[src/rtl/assert_macros.svh]
// ----------------------------------------------------------------------------
// Assertion macros
// Clocked assertion helpers for tracker_row_to_midi_encoder, the RTL file that checks itself.
// ----------------------------------------------------------------------------
`ifndef ASSERT_MACROS_SVH
`define ASSERT_MACROS_SVH

// Property checked at every rising clk edge outside reset.
`define ASSERT_CLK(lbl, prop, msg) \
  lbl: assert property (@(posedge clk) disable iff (rst) prop) else $error(msg);

// Condition that must never be seen outside reset.
`define ASSERT_NEVER(lbl, cond, msg) \
  lbl: assert property (@(posedge clk) disable iff (rst) !(cond)) else $error(msg);

`endif

[src/rtl/trme_pkg.sv]
// ----------------------------------------------------------------------------
// trme_pkg
// Types and constants of the tracker row to MIDI encoder.
// ----------------------------------------------------------------------------
`default_nettype none

package trme_pkg;

  localparam logic [15:0] SPT_RESET    = 16'd5292;
  localparam int          PROD_W       = 24;

  localparam logic [7:0]  NOTE_NONE    = 8'd0;
  localparam logic [7:0]  NOTE_STOP    = 8'd254;
  localparam logic [7:0]  NOTE_OFF     = 8'd255;
  localparam logic [7:0]  VEL_USE_DEF  = 8'd255;
  localparam logic [7:0]  VEL_DEFAULT  = 8'h7f;
  localparam logic [7:0]  CHAN_KEEP    = 8'd255;
  localparam logic [7:0]  CMD_MIDI     = 8'd9;
  localparam logic [7:0]  PVAL_NONE    = 8'd128;
  localparam logic [7:0]  DATA_MAX     = 8'h7f;
  localparam logic [7:0]  MSG_BEND_MIN = 8'hfe;
  localparam logic [15:0] CVAL_NONE    = 16'hffff;

  localparam logic [13:0] PAR_NONE     = 14'h30ff;
  localparam logic [13:0] PAR_CC_BASE  = 14'h3000;
  localparam logic [13:0] PAR_CC_END   = 14'h30fb;
  localparam logic [13:0] PAR_BEND     = 14'h30fe;

  localparam logic [3:0]  KIND_OFF     = 4'h8;
  localparam logic [3:0]  KIND_ON      = 4'h9;
  localparam logic [3:0]  KIND_CC      = 4'hb;
  localparam logic [3:0]  KIND_BEND    = 4'he;

  // Message slots of one row, in emit order.
  typedef enum logic [1:0] {
    SLOT_PARAM,
    SLOT_CMD,
    SLOT_NOTE_OFF,
    SLOT_NOTE_ON
  } slot_t;

  localparam int NSLOT = 4;

  typedef struct packed {
    logic [7:0]  note_code;
    logic [7:0]  velocity_in;
    logic [7:0]  delay_fraction;
    logic [7:0]  command_code;
    logic [15:0] command_value;
    logic [13:0] parameter_code;
    logic [7:0]  parameter_value;
    logic [7:0]  channel_code;
  } row_t;

  typedef struct packed {
    logic [15:0] time_offset;
    logic [7:0]  status_byte;
    logic [7:0]  first_data;
    logic [7:0]  second_data;
    logic        last_of_row;
  } midi_t;

  typedef struct packed {
    logic [7:0] status_byte;
    logic [7:0] first_data;
    logic [7:0] second_data;
  } msg_t;

  typedef struct packed {
    logic [3:0] channel;
    logic [7:0] held_note;
    logic [3:0] held_channel;
  } voice_t;

  typedef struct packed {
    logic [NSLOT-1:0]       mask;
    msg_t [NSLOT-1:0]       slot;
  } decode_t;

endpackage

`default_nettype wire

[src/rtl/trme_row_decode.sv]
// ----------------------------------------------------------------------------
// trme_row_decode
// Turns one tracker row and the voice state into up to four message slots
// and the voice state that follows the row.
// ----------------------------------------------------------------------------
`default_nettype none

module trme_row_decode import trme_pkg::*; (
  input  row_t    row,
  input  voice_t  voice,
  output decode_t dec,
  output voice_t  voice_next
);

  always_comb begin
    logic [3:0]  cur;
    logic [7:0]  vel;
    logic [7:0]  pclamp;
    logic [13:0] pdiff;
    logic [7:0]  cmsg;
    logic [7:0]  cval;
    logic [7:0]  cclamp;
    logic [7:0]  oct12;
    logic [7:0]  mnote;

    cur    = (row.channel_code != CHAN_KEEP) ? (row.channel_code[3:0] - 4'd1)
                                             : voice.channel;
    vel    = (row.velocity_in != VEL_USE_DEF) ? row.velocity_in : VEL_DEFAULT;
    pclamp = (row.parameter_value > DATA_MAX) ? DATA_MAX : row.parameter_value;
    pdiff  = row.parameter_code - PAR_CC_BASE;
    cmsg   = row.command_value[15:8];
    cval   = row.command_value[7:0];
    cclamp = (cval > DATA_MAX) ? DATA_MAX : cval;
    // 12 * octave as 8x + 4x
    oct12  = {1'b0, row.note_code[7:4], 3'b000} + {2'b00, row.note_code[7:4], 2'b00};
    mnote  = oct12 + {4'b0000, row.note_code[3:0]} - 8'd1;

    dec        = '0;
    voice_next = voice;
    voice_next.channel = cur;

    if (row.parameter_code != PAR_NONE && row.parameter_value != PVAL_NONE) begin
      if (row.parameter_code >= PAR_CC_BASE && row.parameter_code < PAR_CC_END) begin
        dec.mask[SLOT_PARAM] = 1'b1;
        dec.slot[SLOT_PARAM] = '{status_byte: {KIND_CC, cur},
                                 first_data:  pdiff[7:0],
                                 second_data: pclamp};
      end else if (row.parameter_code == PAR_BEND) begin
        dec.mask[SLOT_PARAM] = 1'b1;
        dec.slot[SLOT_PARAM] = '{status_byte: {KIND_BEND, cur},
                                 first_data:  pclamp,
                                 second_data: 8'd0};
      end
    end

    if (row.command_code == CMD_MIDI && row.command_value != CVAL_NONE) begin
      if (cmsg <= DATA_MAX) begin
        dec.mask[SLOT_CMD] = 1'b1;
        dec.slot[SLOT_CMD] = '{status_byte: {KIND_CC, cur},
                               first_data:  cmsg,
                               second_data: cclamp};
      end else if (cmsg >= MSG_BEND_MIN) begin
        dec.mask[SLOT_CMD] = 1'b1;
        dec.slot[SLOT_CMD] = '{status_byte: {KIND_BEND, cur},
                               first_data:  cmsg,
                               second_data: cval};
      end
    end

    if (row.note_code != NOTE_NONE) begin
      if (voice.held_note != NOTE_NONE) begin
        dec.mask[SLOT_NOTE_OFF] = 1'b1;
        dec.slot[SLOT_NOTE_OFF] = '{status_byte: {KIND_OFF, voice.held_channel},
                                    first_data:  voice.held_note,
                                    second_data: 8'd0};
        voice_next.held_note = NOTE_NONE;
      end
      if (row.note_code != NOTE_STOP && row.note_code != NOTE_OFF) begin
        dec.mask[SLOT_NOTE_ON] = 1'b1;
        dec.slot[SLOT_NOTE_ON] = '{status_byte: {KIND_ON, cur},
                                   first_data:  mnote,
                                   second_data: vel};
        voice_next.held_note    = mnote;
        voice_next.held_channel = cur;
      end
    end
  end

endmodule

`default_nettype wire

[src/rtl/tracker_row_to_midi_encoder.sv]
// An accepted row waits in the pending slots until its messages are loaded into msg.
// Throughput: one row per cycle when it yields at most one message and msg does not
// stall; otherwise one message at a time through the single message output register
// (at most 4 per row). Rows with no message are taken every cycle and make no beat.
// Synchronous reset: tick length 5292, channel 0, no held note, no pending beats.
// ----------------------------------------------------------------------------
// tracker_row_to_midi_encoder
// Decodes tracker rows into parameter, command, note-off and note-on MIDI
// messages, each stamped with floor(tick length * delay / 255).
// ----------------------------------------------------------------------------
`default_nettype none

`include "assert_macros.svh"

module tracker_row_to_midi_encoder import trme_pkg::*; (
  input  logic        clk,
  input  logic        rst,
  input  logic        cfg_wen,
  input  logic [15:0] cfg_wdata,
  input  logic        row_valid,
  output logic        row_ready,
  input  row_t        row,
  output logic        msg_valid,
  input  logic        msg_ready,
  output midi_t       msg
);

  logic [15:0]       tick_samples;
  voice_t            voice;
  voice_t            voice_next;
  decode_t           dec;
  logic [NSLOT-1:0]  pend;
  logic [NSLOT-1:0]  pend_next;
  msg_t [NSLOT-1:0]  slot_msg;
  logic [PROD_W-1:0] prod;
  logic              row_take;
  logic              msg_load;
  slot_t             sel;
  logic [NSLOT-1:0]  remain;
  logic [16:0]       q_est;
  logic [24:0]       q255;
  logic [24:0]       rem_full;
  logic [9:0]        rem;
  logic [1:0]        corr;
  logic [16:0]       quot;
  logic              row_stop;

  trme_row_decode u_decode (
    .row        (row),
    .voice      (voice),
    .dec        (dec),
    .voice_next (voice_next)
  );

  // earliest pending slot goes out first
  always_comb begin
    priority if (pend[SLOT_PARAM])    sel = SLOT_PARAM;
    else if (pend[SLOT_CMD])          sel = SLOT_CMD;
    else if (pend[SLOT_NOTE_OFF])     sel = SLOT_NOTE_OFF;
    else                              sel = SLOT_NOTE_ON;
  end

  always_comb begin
    remain      = pend;
    remain[sel] = 1'b0;
  end

  assign msg_load  = (|pend) && (!msg_valid || msg_ready);
  assign row_ready = !(|pend) || (msg_load && !(|remain));
  assign row_take  = row_valid && row_ready;
  assign row_stop  = (row.note_code == NOTE_STOP) || (row.note_code == NOTE_OFF);

  always_comb begin
    pend_next = pend;
    if (msg_load) begin
      pend_next = remain;
    end
    if (row_take) begin
      pend_next = dec.mask;
    end
  end

  // prod / 255: estimate from prod/256 + prod/65536, then fix up by at most 3
  always_comb begin
    q_est    = {1'b0, prod[23:8]} + {9'b0, prod[23:16]};
    q255     = {q_est, 8'b0} - {8'b0, q_est};
    rem_full = {1'b0, prod} - q255;
    rem      = rem_full[9:0];
    priority if (rem >= 10'd765) corr = 2'd3;
    else if (rem >= 10'd510)     corr = 2'd2;
    else if (rem >= 10'd255)     corr = 2'd1;
    else                         corr = 2'd0;
    quot     = q_est + {15'b0, corr};
  end

  always_ff @(posedge clk) begin
    if (rst) begin
      tick_samples <= SPT_RESET;
      voice        <= '0;
      pend         <= '0;
      msg_valid    <= 1'b0;
    end else begin
      if (cfg_wen) begin
        tick_samples <= cfg_wdata;
      end
      if (row_take) begin
        voice <= voice_next;
      end
      pend <= pend_next;
      if (msg_load) begin
        msg_valid <= 1'b1;
      end else if (msg_ready) begin
        msg_valid <= 1'b0;
      end
    end
  end

  always_ff @(posedge clk) begin
    if (row_take) begin
      slot_msg <= dec.slot;
      prod     <= {8'b0, tick_samples} * {16'b0, row.delay_fraction};
    end
    if (msg_load) begin
      msg.time_offset <= quot[15:0];
      msg.status_byte <= slot_msg[sel].status_byte;
      msg.first_data  <= slot_msg[sel].first_data;
      msg.second_data <= slot_msg[sel].second_data;
      msg.last_of_row <= !(|remain);
    end
  end

  `ASSERT_CLK(a_busy_blocks, ((pend & (pend - 4'd1)) != 4'd0) |-> !row_ready, "mid-row take")
  `ASSERT_CLK(a_row_fills_slots, (row_take && (|dec.mask)) |=> (|pend), "row left no beats")
  `ASSERT_NEVER(a_tail_kept, msg_valid && !msg.last_of_row && !(|pend), "row tail lost")
  `ASSERT_CLK(a_stop_clears, (row_take && row_stop) |=> (voice.held_note == NOTE_NONE), "note held")

endmodule

`default_nettype wire
[config.mk]
export PLATFORM = sky130hd
export DESIGN_NAME = tracker_row_to_midi_encoder
export DESIGN_NICKNAME = d
export VERILOG_FILES = /design/src/rtl/trme_pkg.sv /design/src/rtl/trme_row_decode.sv /design/src/rtl/tracker_row_to_midi_encoder.sv
export VERILOG_INCLUDE_DIRS = /design/src /design/src/rtl
export SDC_FILE = /design/constraint.sdc
export NUM_CORES = 1
export LEC_CHECK = 0
export BUFFER_PORTS_ARGS = -buffer_cell sky130_fd_sc_hd__buf_2
export CAP_MARGIN = 20
export CELL_PAD_IN_SITES_DETAIL_PLACEMENT = 1
export CELL_PAD_IN_SITES_GLOBAL_PLACEMENT = 1
export CORE_MARGIN = 2
export CORE_UTILIZATION = 37
export DETAILED_ROUTE_END_ITERATION = 10
export GPL_TIMING_DRIVEN = 0
export PLACE_DENSITY = 0.76
export SLEW_MARGIN = 20
export SYNTH_ARGS = -nofsm -noshare
export SYNTH_HDL_FRONTEND = slang
export SYNTH_SLANG_ARGS = --single-unit
[constraint.sdc]
create_clock -name clk -period 14.4 [get_ports clk]
set_clock_uncertainty 0.2 [all_clocks]
set_input_delay 4.32 -clock clk [delete_from_list [all_inputs] [get_ports clk]]
set_output_delay 4.32 -clock clk [all_outputs]
set_load 0.03 [all_outputs]
* Word level (Yosys, flattened, before mapping)
Cells that the tools add are included.
Word-level totals: latch bits 0, memory bits (writable) 0, memories kept 0, memory bits (read-only) 0, register bits after elaboration 198, logic and storage cells 125
Operators by class: reduce and logical (&&, ||, !) cells 27, divide/modulo/power cells 0, eq/ne operators 9, $add $sub $neg 9, muxes and demuxes 35, shift operators 0, $mul 1, magnitude comparators 11, bitwise logic cells 4
Operators by type and width (number):
- 24-bit two-way mux | 7
- 24-bit binary-select mux with 2-bit select | 1
- 8-bit != test (second input constant) | 5
- 8-bit two-way mux | 4
- 16-bit by 8-bit multiplier with 24-bit output | 1
- 10-bit subtractor | 2
- 16-bit by 2-bit adder with 16-bit output | 1
- 16-bit by 8-bit adder with 16-bit output | 1
- 8-bit by 7-bit > comparator with 1-bit output (second input constant) | 2
- 16-bit != test (second input constant) | 1
- 8-bit nonzero test | 2
- 8-bit by 1-bit subtractor with 8-bit output (second input constant) | 2
- 14-bit == test (second input constant) | 1
- 14-bit greater-or-equal comparator (second input constant) | 1
- 14-bit less-than comparator (second input constant) | 1
- 14-bit != test (second input constant) | 1
- 1-bit two-way mux | 13
- 12-bit two-way mux | 1
- 4-bit two-way mux | 3
- 10-bit greater-or-equal comparator (second input constant) | 1
- 10-bit by 8-bit greater-or-equal comparator with 1-bit output (second input constant) | 1
- 10-bit by 9-bit greater-or-equal comparator with 1-bit output (second input constant) | 1
- 2-bit two-way mux | 5
- 3-bit AND reduction | 3
- other kinds (19) | 35

* Longest topological paths before layout
depth in word-level cells 15, depth in mapped cells 23

* Cells and area by module
Synthesis repeated with hierarchy kept, for this count alone.
Second synthesis, totals: cells, all modules 1381, area, all modules 14049.7 sq um
By module, submodules not included:
- tracker_row_to_midi_encoder | area an instance 12295.5 sq um, instances 1, cells each 1110
- trme_row_decode | area an instance 1754.2 sq um, instances 1, cells each 271

* Worst setup path after synthesis
Ideal clock, no wire load.
kind input to output, from input msg_ready, to output row_ready, path slack 4547 ps, arrival 5332 ps, buffers on the path 1, required time 9880 ps, stages on the path 5, cell sequence nor2b_1 -> clkbuf_1 -> maj3_1 -> a2bb2oi_1 -> o21ai_2
On the way: longest elaborated chain between the ends 4
Ends and longest elaborated chain:
- start, declared | line tracker_row_to_midi_encoder.sv:24 | input logic msg_ready,
- 1-bit logical OR | line tracker_row_to_midi_encoder.sv:68 | assign msg_load = (|pend) && (!msg_valid || msg_ready);
- 1-bit logical AND | line tracker_row_to_midi_encoder.sv:68
- 1-bit logical AND | line tracker_row_to_midi_encoder.sv:69 | assign row_ready = !(|pend) || (msg_load && !(|remain));
- 1-bit logical OR | line tracker_row_to_midi_encoder.sv:69
- end, declared | line tracker_row_to_midi_encoder.sv:21 | output logic row_ready,
No other way between the ends.

* Final worst setup path
Same ends and word-level chain as after synthesis.

==> results.tsv <==
metric	value	unit
Mean Syn Cell Area	10.2	sq um
RSZ-0062 raised after global routing	no	
number of remaining DRC errors	0	
clk slew on worst S/H paths	70	ps
Iter 0 DRT Violations	647	
Mapped Nets	1552	
Worst setup EP type	output pin	
# hold bufs at CTS	0	
Post-Syn Instances	1276	
clock buffer depth	2	
cell taking the most area after synthesis	edfxtp_1	
Finished Core Util	0.432	
worst setup path class	input port to output pin	
CP Data Arrival Time	5720	ps
WP data required	9880	ps
Root Driver	clkbuf_16	
placed insts	1872	
vias per cell	5.10	
die width	192	um
vias in the first global route	10500	
WL final	35.1	mm
flip-flop and latch count after synthesis	182	
Detail Placement HPWL	27.8	mm
fmax	97.6	MHz
post-route setup TNS	0	ps
Worst Setup Slack, final	4160	ps
antenna violations before repair	0	
worst min-delay path class	flip-flop to flip-flop	
final cell count without fillers	1904	
Final Wtd Congestion	0.847	
aggregate global-route resource usage	0.195	
top-count cell post-synth	edfxtp_1	
Lkg Pwr	6.52	nW
dominant synthesized flop cell	edfxtp_1	
post-CTS setup buffer count	0	
Post-CTS Resized	0	
power density over the cells	219	mW/mm^2
# setup viols final	0	
Async SR Flop Fraction	0	
global-route wire length before repair	55.7	mm
Mapped Area	0.0130	sq mm
Initial Util	0.376	
Worst Setup Start Kind	input port	
Period minus WS final	10240	ps
EDFF count, synth	145	
max cap viols	0	
Die ar.	0.0367	sq mm
number of I/O pins	142	
Die Y	192	um
1st-pass router iterations	5	
fraction of layout cells with a size suffix above 1	0.144	
fill count	3914	
routed len/inst	18.4	um
top-area cell type share of the netlist area	0.335	
row count	68	
H-Tree Depth	4	
Final Hold Viols	0	
Synth cell types	75	
pre-CTS WS	4170	ps
CP Max Fanout	7	
Ant. Diodes	0	
DR vias	9712	
post-synthesis sequential area ratio	0.391	
core box area	0.0346	sq mm
TritonCTS Sinks	182	
Layout area overhead	14.9	%
Clock Latency Late Sink	440	ps
IO buf count	139	
largest net degree at the start of global routing	66	
synth cell count leaders	edfxtp_1, inv_1, nor2_1	
Rel. slew slack	0.351	
Detail Route Antenna Nets	0	
status	finished, final reports clean	
Final #Nets	1712	
maximum VDD drop	307	uV
final worst-path cycle share	0.711	
CTS tree	built	
CTS Buf Count	17	
GRT overflow	0	
Max Transition Viols Final	0	
Yosys warning total	0	
top cells by area, synth	edfxtp_1, fa_1, ha_1, dfxtp_1, inv_1	
Worst-Margin Slew	958	ps
[cells by family after synthesis]
| kind of cell | synth area share |
|---|---|
| AND/OR/NAND/NOR | 0.167 |
| AO/OA/AOI/OAI | 0.102 |
| buffers and inverters | 0.0554 |
| flip-flops | 0.391 |
| adder cells (fa/ha/maj) | 0.222 |
| XOR/XNOR | 0.0411 |
| multiplexers | 0.0201 |
| other | 0.000288 |
[registers in the layout, summed over array words and instances (netlist names)]
signal,flops
slot_msg,80
msg,41
prod,24
tick_samples,16
voice,16
pend,4
msg_valid,1
[critical path: stages]
cell and delay (ps):
buf_2 100, nor2b_1 90, clkbuf_1 360, maj3_1 260, a2bb2oi_1 240, o21ai_2 140, buf_2 200
[metal layers]
metal / global-route usage / up-vias / wire length [um]
li1: - / 4623 / -
met1: 0.263 / 4881 / 16400
met2: 0.328 / 164 / 17100
met3: 0.0274 / 44 / 1040
met4: 0.0530 / 0 / 608
met5: 0 / - / 0
[cells in the final DEF (no fill, tap or decap), types with 10 or more instances in the layout]
master,Yosys,layout
a21o_1,10,10
and2_1,75,75
clkbuf_1,38,39
nand3_1,14,14
edfxtp_1,145,145
clkbuf_16,0,19
a22oi_1,17,17
nor2b_1,12,12
dfxtp_1,37,37
nor2_1,136,135
inv_1,139,138
nand4_1,11,11
nor4_1,10,10
a21oi_1,60,60
xor2_1,21,21
o21ai_0,44,44
xnor2_1,37,37
ha_1,88,88
buf_2,2,141
nand2_1,128,128
mux2i_1,25,25
fa_1,89,89
and3_1,19,19
[per-stage QoR]
stage	hold slack (ps)	power, W	area [sq um]
final	299	0.00328	15000
after global routing	337	0.00356	15000
after CTS	302	0.00330	15000
after detailed placement	283	0.00280	14300
after global placement	259	0.00270	14300
after floorplan	246	0.00232	13000
[report_power, final]
part           internal, W  leakage [nW]  switching (W)
Combinational     0.000822          4.48        0.00118
Clock             0.000256         0.302       0.000232
Sequential        0.000739          1.74      0.0000506
[worst paths after layout]
kind	slack, ps	end	from	cells after the start
hold / removal	300	voice[13]	voice[13]	2
setup / recovery	4160	row_ready	msg_ready	7
setup reg to reg	7890	msg[38]	prod[8]	22
hold reg to reg	300	voice[13]	voice[13]	2
[area by class of cell]
cell class,count,area [sq um],area share
multi-input cells,904,7210,0.482
flip-flops and latches,182,5090,0.341
repair buffers,141,743,0.0497
well taps,455,569,0.0381
inverters,141,534,0.0357
clock buffers,21,493,0.0330
plain buffers,49,191,0.0128
clock inverters,11,126,0.00845
Note: power is estimated with default switching activity, not from simulation.
